`src/hdl/gng_pkg.sv`:
```
package gng_pkg;

    // datapath width of the shared unit and fixed-point constants (Q30)
    localparam int DW = 58;
    localparam int VW = 54;
    localparam int RW = 27;
    localparam int PW = 61;

    localparam logic [30:0] ONE_Q30    = 31'd1073741824;
    localparam logic [29:0] LN2_Q30    = 30'd744261118;
    localparam logic [30:0] HALFPI_Q30 = 31'd1686629713;
    localparam logic [29:0] INVK_Q30   = 30'd652032874;

    // index of the last iteration of each of the three passes of the shared unit
    localparam logic [4:0] LN_LAST = 5'd31;
    localparam logic [4:0] SQ_LAST = 5'd26;
    localparam logic [4:0] SC_LAST = 5'd29;

    typedef enum logic [1:0] {
        MODE_CIRC,
        MODE_HYP,
        MODE_SQRT
    } mode_t;

    typedef struct packed {
        logic                 load;
        logic                 step;
        mode_t                mode;
        logic [4:0]           k;
        logic signed [DW-1:0] x0;
        logic signed [DW-1:0] y0;
        logic signed [DW-1:0] z0;
    } ctl_t;

    typedef struct packed {
        logic        valid;
        logic [15:0] sample;
        logic        spare;
    } out_t;

    // hyperbolic shift sequence with the repeats at 4 and 13
    function automatic logic [4:0] hyp_shift(input logic [4:0] k);
        if (k < 5'd4) begin
            hyp_shift = k + 5'd1;
        end else if (k < 5'd14) begin
            hyp_shift = k;
        end else begin
            hyp_shift = k - 5'd1;
        end
    endfunction

    // atan(2^-i) in Q30
    function automatic logic [30:0] atan_q30(input logic [4:0] i);
        unique case (i)
            5'd0:    atan_q30 = 31'd843314857;
            5'd1:    atan_q30 = 31'd497837830;
            5'd2:    atan_q30 = 31'd263043837;
            5'd3:    atan_q30 = 31'd133525159;
            5'd4:    atan_q30 = 31'd67021687;
            5'd5:    atan_q30 = 31'd33543515;
            5'd6:    atan_q30 = 31'd16775851;
            5'd7:    atan_q30 = 31'd8388437;
            5'd8:    atan_q30 = 31'd4194283;
            5'd9:    atan_q30 = 31'd2097149;
            5'd10:   atan_q30 = 31'd1048576;
            default: atan_q30 = 31'd1 << (5'd30 - i);
        endcase
    endfunction

    // atanh(2^-i) in Q30, i from 1
    function automatic logic [30:0] atanh_q30(input logic [4:0] i);
        unique case (i)
            5'd1:    atanh_q30 = 31'd589812981;
            5'd2:    atanh_q30 = 31'd274247419;
            5'd3:    atanh_q30 = 31'd134923406;
            5'd4:    atanh_q30 = 31'd67196451;
            5'd5:    atanh_q30 = 31'd33565361;
            5'd6:    atanh_q30 = 31'd16778582;
            5'd7:    atanh_q30 = 31'd8388779;
            5'd8:    atanh_q30 = 31'd4194325;
            5'd9:    atanh_q30 = 31'd2097155;
            5'd10:   atanh_q30 = 31'd1048576;
            default: atanh_q30 = 31'd1 << (5'd30 - i);
        endcase
    endfunction

    // radius (Q20) times trig magnitude (Q30) to rounded, saturated Q8.8
    function automatic logic [15:0] to_q88(input logic [PW-1:0] p, input logic neg);
        logic [PW-1:0] v;
        v = (p + (61'd1 << 41)) >> 42;
        if (neg) begin
            if (v > 61'd32768) begin
                v = 61'd32768;
            end
            to_q88 = ~v[15:0] + 16'd1;
        end else begin
            if (v > 61'd32767) begin
                v = 61'd32767;
            end
            to_q88 = v[15:0];
        end
    endfunction

endpackage

```
`src/hdl/gng_seq.sv`:
```
module gng_seq #(
    parameter int UNIFORM_BITS = 16
) (
    input  logic                          aclk,
    input  logic                          aresetn,
    input  logic                          in_valid,
    output logic                          in_ready,
    input  logic [15:0]                   uniform_a,
    input  logic [15:0]                   uniform_b,
    input  logic [15:0]                   variance,
    input  logic                          slot_free,
    output gng_pkg::out_t                 out_wr,
    output gng_pkg::ctl_t                 ctl,
    input  logic signed [gng_pkg::DW-1:0] x_i,
    input  logic signed [gng_pkg::DW-1:0] y_i,
    input  logic signed [gng_pkg::DW-1:0] z_i
);

    localparam logic [32:0] MASK_W = (33'd1 << UNIFORM_BITS) - 33'd1;
    localparam logic [39:0] FULL_LN = 40'(UNIFORM_BITS) * 40'(gng_pkg::LN2_Q30);
    localparam logic [5:0]  PH_SH = 6'(32 - UNIFORM_BITS);

    typedef enum logic [13:0] {
        ST_IDLE    = 14'b00000000000001,
        ST_NORM    = 14'b00000000000010,
        ST_LN_RUN  = 14'b00000000000100,
        ST_LN_END  = 14'b00000000001000,
        ST_V_MUL   = 14'b00000000010000,
        ST_SQ_LOAD = 14'b00000000100000,
        ST_SQ_RUN  = 14'b00000001000000,
        ST_SQ_END  = 14'b00000010000000,
        ST_SC_LOAD = 14'b00000100000000,
        ST_SC_RUN  = 14'b00001000000000,
        ST_SC_END  = 14'b00010000000000,
        ST_C_MUL   = 14'b00100000000000,
        ST_S_MUL   = 14'b01000000000000,
        ST_DONE    = 14'b10000000000000
    } state_t;

    state_t                  state_reg, state_next;
    logic [4:0]              k_reg, k_next;
    logic                    spare_valid_reg, spare_valid_next;
    logic [15:0]             spare_reg, spare_next;
    logic [62:0]             m_reg, m_next;
    logic [5:0]              e_reg, e_next;
    logic [31:0]             ph_reg, ph_next;
    logic [35:0]             l2_reg, l2_next;
    logic [gng_pkg::PW-1:0]  prod_reg;
    logic [gng_pkg::RW-1:0]  r_reg, r_next;
    logic signed [32:0]      cs_reg, cs_next, sn_reg, sn_next;
    logic [15:0]             cos_reg, cos_next;

    logic [35:0]             mul_a;
    logic [30:0]             mul_b;
    logic [66:0]             mul_full;
    logic                    in_accept;
    logic [32:0]             xa;
    logic signed [39:0]      lnx, negl;
    logic signed [32:0]      c_q, s_q;
    logic [32:0]             cs_abs, sn_abs;

    assign in_accept = in_valid && in_ready;
    assign in_ready  = (state_reg == ST_IDLE) && slot_free;
    assign xa        = ({17'd0, uniform_a} & MASK_W) + 33'd1;

    // -ln u1 from the exponent and the atanh pass
    always_comb begin
        lnx  = $signed({4'd0, 36'(e_reg) * 36'(gng_pkg::LN2_Q30)}) + (z_i[39:0] <<< 1);
        negl = $signed(FULL_LN) - lnx;
    end

    // rotated pair from the unit and magnitudes of the quadrant-corrected pair
    always_comb begin
        c_q    = x_i[32:0];
        s_q    = y_i[32:0];
        cs_abs = cs_reg[32] ? 33'(-cs_reg) : 33'(cs_reg);
        sn_abs = sn_reg[32] ? 33'(-sn_reg) : 33'(sn_reg);
    end

    // shared multiplier, registered product
    always_comb begin
        unique case (state_reg)
            ST_V_MUL: begin
                mul_a = l2_reg;
                mul_b = {15'd0, variance};
            end
            ST_SQ_END: begin
                mul_a = {6'd0, ph_reg[29:0]};
                mul_b = gng_pkg::HALFPI_Q30;
            end
            ST_C_MUL: begin
                mul_a = {9'd0, r_reg};
                mul_b = cs_abs[30:0];
            end
            ST_S_MUL, ST_DONE: begin
                mul_a = {9'd0, r_reg};
                mul_b = sn_abs[30:0];
            end
            default: begin
                mul_a = '0;
                mul_b = '0;
            end
        endcase
        mul_full = {31'd0, mul_a} * {36'd0, mul_b};
    end

    always_ff @(posedge aclk) begin
        prod_reg <= mul_full[gng_pkg::PW-1:0];
    end

    // sequencer
    always_comb begin
        state_next       = state_reg;
        k_next           = k_reg;
        spare_valid_next = spare_valid_reg;
        spare_next       = spare_reg;
        m_next           = m_reg;
        e_next           = e_reg;
        ph_next          = ph_reg;
        l2_next          = l2_reg;
        r_next           = r_reg;
        cs_next          = cs_reg;
        sn_next          = sn_reg;
        cos_next         = cos_reg;
        out_wr           = '0;
        ctl              = '0;
        ctl.mode         = gng_pkg::MODE_HYP;
        ctl.k            = k_reg;
        unique case (state_reg)
            ST_IDLE: begin
                if (in_accept) begin
                    if (spare_valid_reg) begin
                        out_wr.valid     = 1'b1;
                        out_wr.sample    = spare_reg;
                        out_wr.spare     = 1'b1;
                        spare_valid_next = 1'b0;
                    end else begin
                        m_next     = {30'd0, xa} << 30;
                        e_next     = '0;
                        ph_next    = ({16'd0, uniform_b} & MASK_W[31:0]) << PH_SH;
                        state_next = ST_NORM;
                    end
                end
            end
            ST_NORM: begin
                if (|m_reg[62:31]) begin
                    m_next = m_reg >> 1;
                    e_next = e_reg + 6'd1;
                end else begin
                    ctl.load   = 1'b1;
                    ctl.x0     = $signed({27'd0, m_reg[30:0]}) + $signed({27'd0, gng_pkg::ONE_Q30});
                    ctl.y0     = $signed({27'd0, m_reg[30:0]}) - $signed({27'd0, gng_pkg::ONE_Q30});
                    ctl.z0     = '0;
                    k_next     = '0;
                    state_next = ST_LN_RUN;
                end
            end
            ST_LN_RUN: begin
                ctl.step = 1'b1;
                k_next   = k_reg + 5'd1;
                if (k_reg == gng_pkg::LN_LAST) begin
                    state_next = ST_LN_END;
                end
            end
            ST_LN_END: begin
                l2_next    = negl[39] ? 36'd0 : {negl[34:0], 1'b0};
                state_next = ST_V_MUL;
            end
            ST_V_MUL: begin
                state_next = ST_SQ_LOAD;
            end
            ST_SQ_LOAD: begin
                ctl.load   = 1'b1;
                ctl.mode   = gng_pkg::MODE_SQRT;
                ctl.x0     = '0;
                ctl.y0     = '0;
                ctl.z0     = $signed({4'd0, prod_reg[51:0], 2'b00});
                k_next     = '0;
                state_next = ST_SQ_RUN;
            end
            ST_SQ_RUN: begin
                ctl.step = 1'b1;
                ctl.mode = gng_pkg::MODE_SQRT;
                k_next   = k_reg + 5'd1;
                if (k_reg == gng_pkg::SQ_LAST) begin
                    state_next = ST_SQ_END;
                end
            end
            ST_SQ_END: begin
                r_next     = y_i[gng_pkg::RW-1:0];
                state_next = ST_SC_LOAD;
            end
            ST_SC_LOAD: begin
                ctl.load   = 1'b1;
                ctl.mode   = gng_pkg::MODE_CIRC;
                ctl.x0     = $signed({28'd0, gng_pkg::INVK_Q30});
                ctl.y0     = '0;
                ctl.z0     = $signed({27'd0, prod_reg[60:30]});
                k_next     = '0;
                state_next = ST_SC_RUN;
            end
            ST_SC_RUN: begin
                ctl.step = 1'b1;
                ctl.mode = gng_pkg::MODE_CIRC;
                k_next   = k_reg + 5'd1;
                if (k_reg == gng_pkg::SC_LAST) begin
                    state_next = ST_SC_END;
                end
            end
            ST_SC_END: begin
                // quadrant of the angle word
                unique case (ph_reg[31:30])
                    2'd0: begin
                        cs_next = c_q;
                        sn_next = s_q;
                    end
                    2'd1: begin
                        cs_next = -s_q;
                        sn_next = c_q;
                    end
                    2'd2: begin
                        cs_next = -c_q;
                        sn_next = -s_q;
                    end
                    default: begin
                        cs_next = s_q;
                        sn_next = -c_q;
                    end
                endcase
                state_next = ST_C_MUL;
            end
            ST_C_MUL: begin
                state_next = ST_S_MUL;
            end
            ST_S_MUL: begin
                cos_next   = gng_pkg::to_q88(prod_reg, cs_reg[32]);
                state_next = ST_DONE;
            end
            ST_DONE: begin
                if (slot_free) begin
                    out_wr.valid     = 1'b1;
                    out_wr.sample    = cos_reg;
                    out_wr.spare     = 1'b0;
                    spare_next       = gng_pkg::to_q88(prod_reg, sn_reg[32]);
                    spare_valid_next = 1'b1;
                    state_next       = ST_IDLE;
                end
            end
            default: begin
                state_next = ST_IDLE;
            end
        endcase
    end

    always_ff @(posedge aclk) begin
        if (!aresetn) begin
            state_reg       <= ST_IDLE;
            k_reg           <= '0;
            spare_valid_reg <= 1'b0;
            spare_reg       <= '0;
        end else begin
            state_reg       <= state_next;
            k_reg           <= k_next;
            spare_valid_reg <= spare_valid_next;
            spare_reg       <= spare_next;
        end
    end

    always_ff @(posedge aclk) begin
        m_reg   <= m_next;
        e_reg   <= e_next;
        ph_reg  <= ph_next;
        l2_reg  <= l2_next;
        r_reg   <= r_next;
        cs_reg  <= cs_next;
        sn_reg  <= sn_next;
        cos_reg <= cos_next;
    end

    // no new transaction while a pair is being formed
    a_busy_no_ready: assert property (@(posedge aclk) disable iff (!aresetn)
        (state_reg != ST_IDLE) |-> !in_ready)
        else $error("input ready while pair in progress");

    // a pair is only formed with no spare held
    a_busy_no_spare: assert property (@(posedge aclk) disable iff (!aresetn)
        (state_reg != ST_IDLE) |-> !spare_valid_reg)
        else $error("spare held while forming a pair");

    // a held spare answers the next request at once
    a_spare_out: assert property (@(posedge aclk) disable iff (!aresetn)
        (in_accept && spare_valid_reg) |-> (out_wr.valid && out_wr.spare))
        else $error("spare not returned");

    // every cosine result leaves a spare behind
    a_pair_spare: assert property (@(posedge aclk) disable iff (!aresetn)
        (out_wr.valid && !out_wr.spare) |=> spare_valid_reg)
        else $error("spare not stored after pair");

endmodule

```
`config.mk`:
```
export PLATFORM = sky130hd
export DESIGN_NAME = gng_seq
export DESIGN_NICKNAME = d
export VERILOG_FILES = /design/src/hdl/gng_pkg.sv /design/src/hdl/gng_seq.sv
export SDC_FILE = /design/constraint.sdc
export NUM_CORES = 2
export LEC_CHECK = 0
export ABC_AREA = 1
export BUFFER_PORTS_ARGS = -buffer_cell sky130_fd_sc_hd__buf_4
export CORE_ASPECT_RATIO = 2
export CORE_UTILIZATION = 35
export CTS_CLUSTER_SIZE = 28
export DETAILED_ROUTE_END_ITERATION = 10
export PLACE_DENSITY = 0.49
export SLEW_MARGIN = 5
export SYNTH_ARGS = -nofsm -noshare
export SYNTH_HDL_FRONTEND = slang
export SYNTH_SLANG_ARGS = --single-unit
```
`constraint.sdc`:
```
create_clock -name aclk -period 12.35 [get_ports aclk]
set_clock_uncertainty 0.05 [all_clocks]
set_input_delay 3.705 -clock aclk [delete_from_list [all_inputs] [get_ports aclk]]
set_output_delay 3.705 -clock aclk [all_outputs]
set_load 0.05 [all_outputs]
```
==> impl_metrics.tcl <==
set metrics [dict create \
    cts_resized 0 \
    tightest_slew_ns 1.20 \
    cp-end-kind "register" \
    num_rows 209 \
    path_class "input port to register" \
    slowest_stage "fa_1" \
    p_comb_frac 0.756 \
    wl_per_cell_um 25.0 \
    cap_violations 0 \
    drc 0 \
    cpMostUsedCell "fa_1" \
    die_y_um 573 \
    outcome "finished, final reports clean" \
    synthCells 7050 \
    grt_pass1_vias 53300 \
    cts-root-buf "clkbuf_16" \
    num-nets-final 8939 \
    ir_worst_vdd_mv 0.381 \
    synthTopCellsByCount "inv_1, nand2_1, fa_1" \
    cts_buffer_depth 3 \
    relSlewSlack 0.193 \
    cts_buffers 37 \
    ys_seq_area_frac 0.145 \
    cts_tree "yes" \
    htreeDepth 2 \
    area.sequential_um2 8250 \
    clockPowerShare 0.113 \
    drt-total-wl_um 238000 \
    clk_pin_slew_worst_paths_ns 0.07 \
    post_cts_buffers 0 \
    grt_pass1_wl_um 345000 \
    final_util 0.391 \
    worst_path_largest_cell_delay_ns 0.80 \
    worstSkewPairLatency_ns 0.65 \
    synth_seq_cells 307 \
    seq_power_share 0.131 \
    worstPathMaxFanout 32 \
    core_area_um2 162000 \
    critPathArrivalTime_ns 11.73 \
    fin_tns_setup_ns 0 \
    syn2layout_area_growth_pct 11.0 \
    vias 48500 \
    synthFlopType "edfxtp_1" \
    synth_area_um2 57100 \
    largest_reg_flops 61 \
    final_layout_size_suffix_gt1_frac 0.0906 \
    antenna_found_initial 30 \
    startpoint_type "input port" \
    hpwl_um 202000 \
    grt_util_all_layers 0.293 \
    internal_power_uw 5010 \
    p_switching_uw 6030 \
    drt.antenna.violating_nets 0 \
    syn_avg_cell_area_um2 8.09 \
    initial_utilization 0.352 \
    swShare 0.546 \
    hold_viol 0 \
    pin_count 428 \
    grt_overflow 0 \
    max_freq_mhz 88.9 \
    globalplace.congestion 0.980 \
    p_leak_uw 0.0321 \
    drtIter0Drc 2763 \
    async_flop_share 0 \
    drv_slew 0 \
    rsz0062_at_grt "false" \
    min_period_over_period 0.911 \
    min_period_ns 11.25 \
    synthTopCellsByArea "fa_1, edfxtp_1, inv_1, nand2_1, ha_1" \
    ys_types 81 \
    grt_max_degree 66 \
    yosysWarnings 0 \
    setup_violations 0 \
    multiInputGateArea_um2 41300 \
    synth.most_common_cell "inv_1" \
    fill_cells 17000 \
    firstDrtPassIters 5 \
    clock_sinks 307 \
    p_per_area_nw_per_um2 174 \
    die_area_um2 165000 \
    synth_largest_area_cell "fa_1" \
    netlist.area_leader.share 0.349 \
    viasPerCell 5.10 \
    hold_buffers 0 \
    crit_required_ns 12.83 \
    die_w_um 287 \
    synth_edf_count 210 \
    numPortBuffers 328 \
    min_path_type "register to register" \
]
[logic make-up (layout without fill, tap and decap cells)]
group,after synthesis,in the layout,synth area share
other,2,135,0.000132
buffers and inverters,2006,2217,0.142
DFF,307,307,0.145
xor gates and xnor gates,195,195,0.0303
and+or+nand+nor,2459,2459,0.176
adders and majority gates,1360,1360,0.429
AOI/OAI and AO/OA,721,721,0.0775
[routing by layer]
layer / part of all wire / GRT usage / vias to the layer above
li1: - / - / 21700
met3: 0.048 / 0.0479 / 845
met5: 0.00099 / 0 / -
met1: 0.29 / 0.251 / 24200
met2: 0.55 / 0.560 / 1774
met4: 0.11 / 0.272 / 36
[cells in the final DEF, fill, tap and decap left out, drive strengths merged, types with 31 or more instances in the layout]
cell / instances
fa: 995
ha: 365
nor3: 66
inv: 1691
nor4: 31
nand3: 154
buf: 452
a31oi: 33
clkbuf: 44
dfxtp: 97
nand2: 1580
edfxtp: 210
o21ai: 239
nor2: 554
xor2: 124
nand4: 34
a21oi: 249
xnor2: 70
conb: 123
[power groups by stage]
stage | registers (µW) | logic [µW] | clock network [µW]
2_1_floorplan | 1440 | 5820 | 0
3_3_place_gp | 1470 | 8300 | 0
3_5_place_dp | 1470 | 8260 | 0
4_1_cts | 1450 | 8350 | 1270
5_1_grt | 1460 | 9310 | 1290
6_report | 1450 | 8350 | 1240
[layout make-up]
class | count | area share
inverters | 1697 | 0.101
repair buffers | 452 | 0.0536
clock buffers | 44 | 0.0158
flip-flops and latches | 307 | 0.130
multi-input cells | 4858 | 0.653
diodes | 12 | 0.000474
well taps | 2110 | 0.0417
clock inverters | 24 | 0.00513
[through the flow]
| stage | instances | instance area, µm² | worst slack (ns) | power [µW] | hold WS, ns |
|---|---|---|---|---|---|
| final | 9504 | 63400 | 1.10 | 11000 | 0.418 |
| after global routing | 9498 | 63300 | 0.844 | 12100 | 0.437 |
| after CTS | 9492 | 63300 | 1.20 | 11100 | 0.417 |
| after detailed placement | 9424 | 62000 | 0.562 | 9730 | 0.409 |
| after global placement | 9424 | 62000 | 0.524 | 9770 | 0.406 |
| after floorplan | 7171 | 57500 | 1.91 | 7260 | 0.395 |
[critical path: cells and delay by family]
kind	cells	cell delay, ns
compound gates	8	1.76
xor+xnor	1	0.15
fa+ha+maj	9	4.90
buf+inv	4	0.60
simple gates	4	0.59
[final timing paths]
kind	from	endpoint	slack, ns	cells after the start
worst max register to register	state_reg[10]	prod_reg[57]	1.85	32
worst max-delay path	variance[8]	prod_reg[57]	1.10	26
worst min-delay path	spare_reg[4]	spare_reg[4]	0.42	2
worst min register to register	spare_reg[4]	spare_reg[4]	0.42	2
Note: power is estimated with default switching activity, not from simulation.
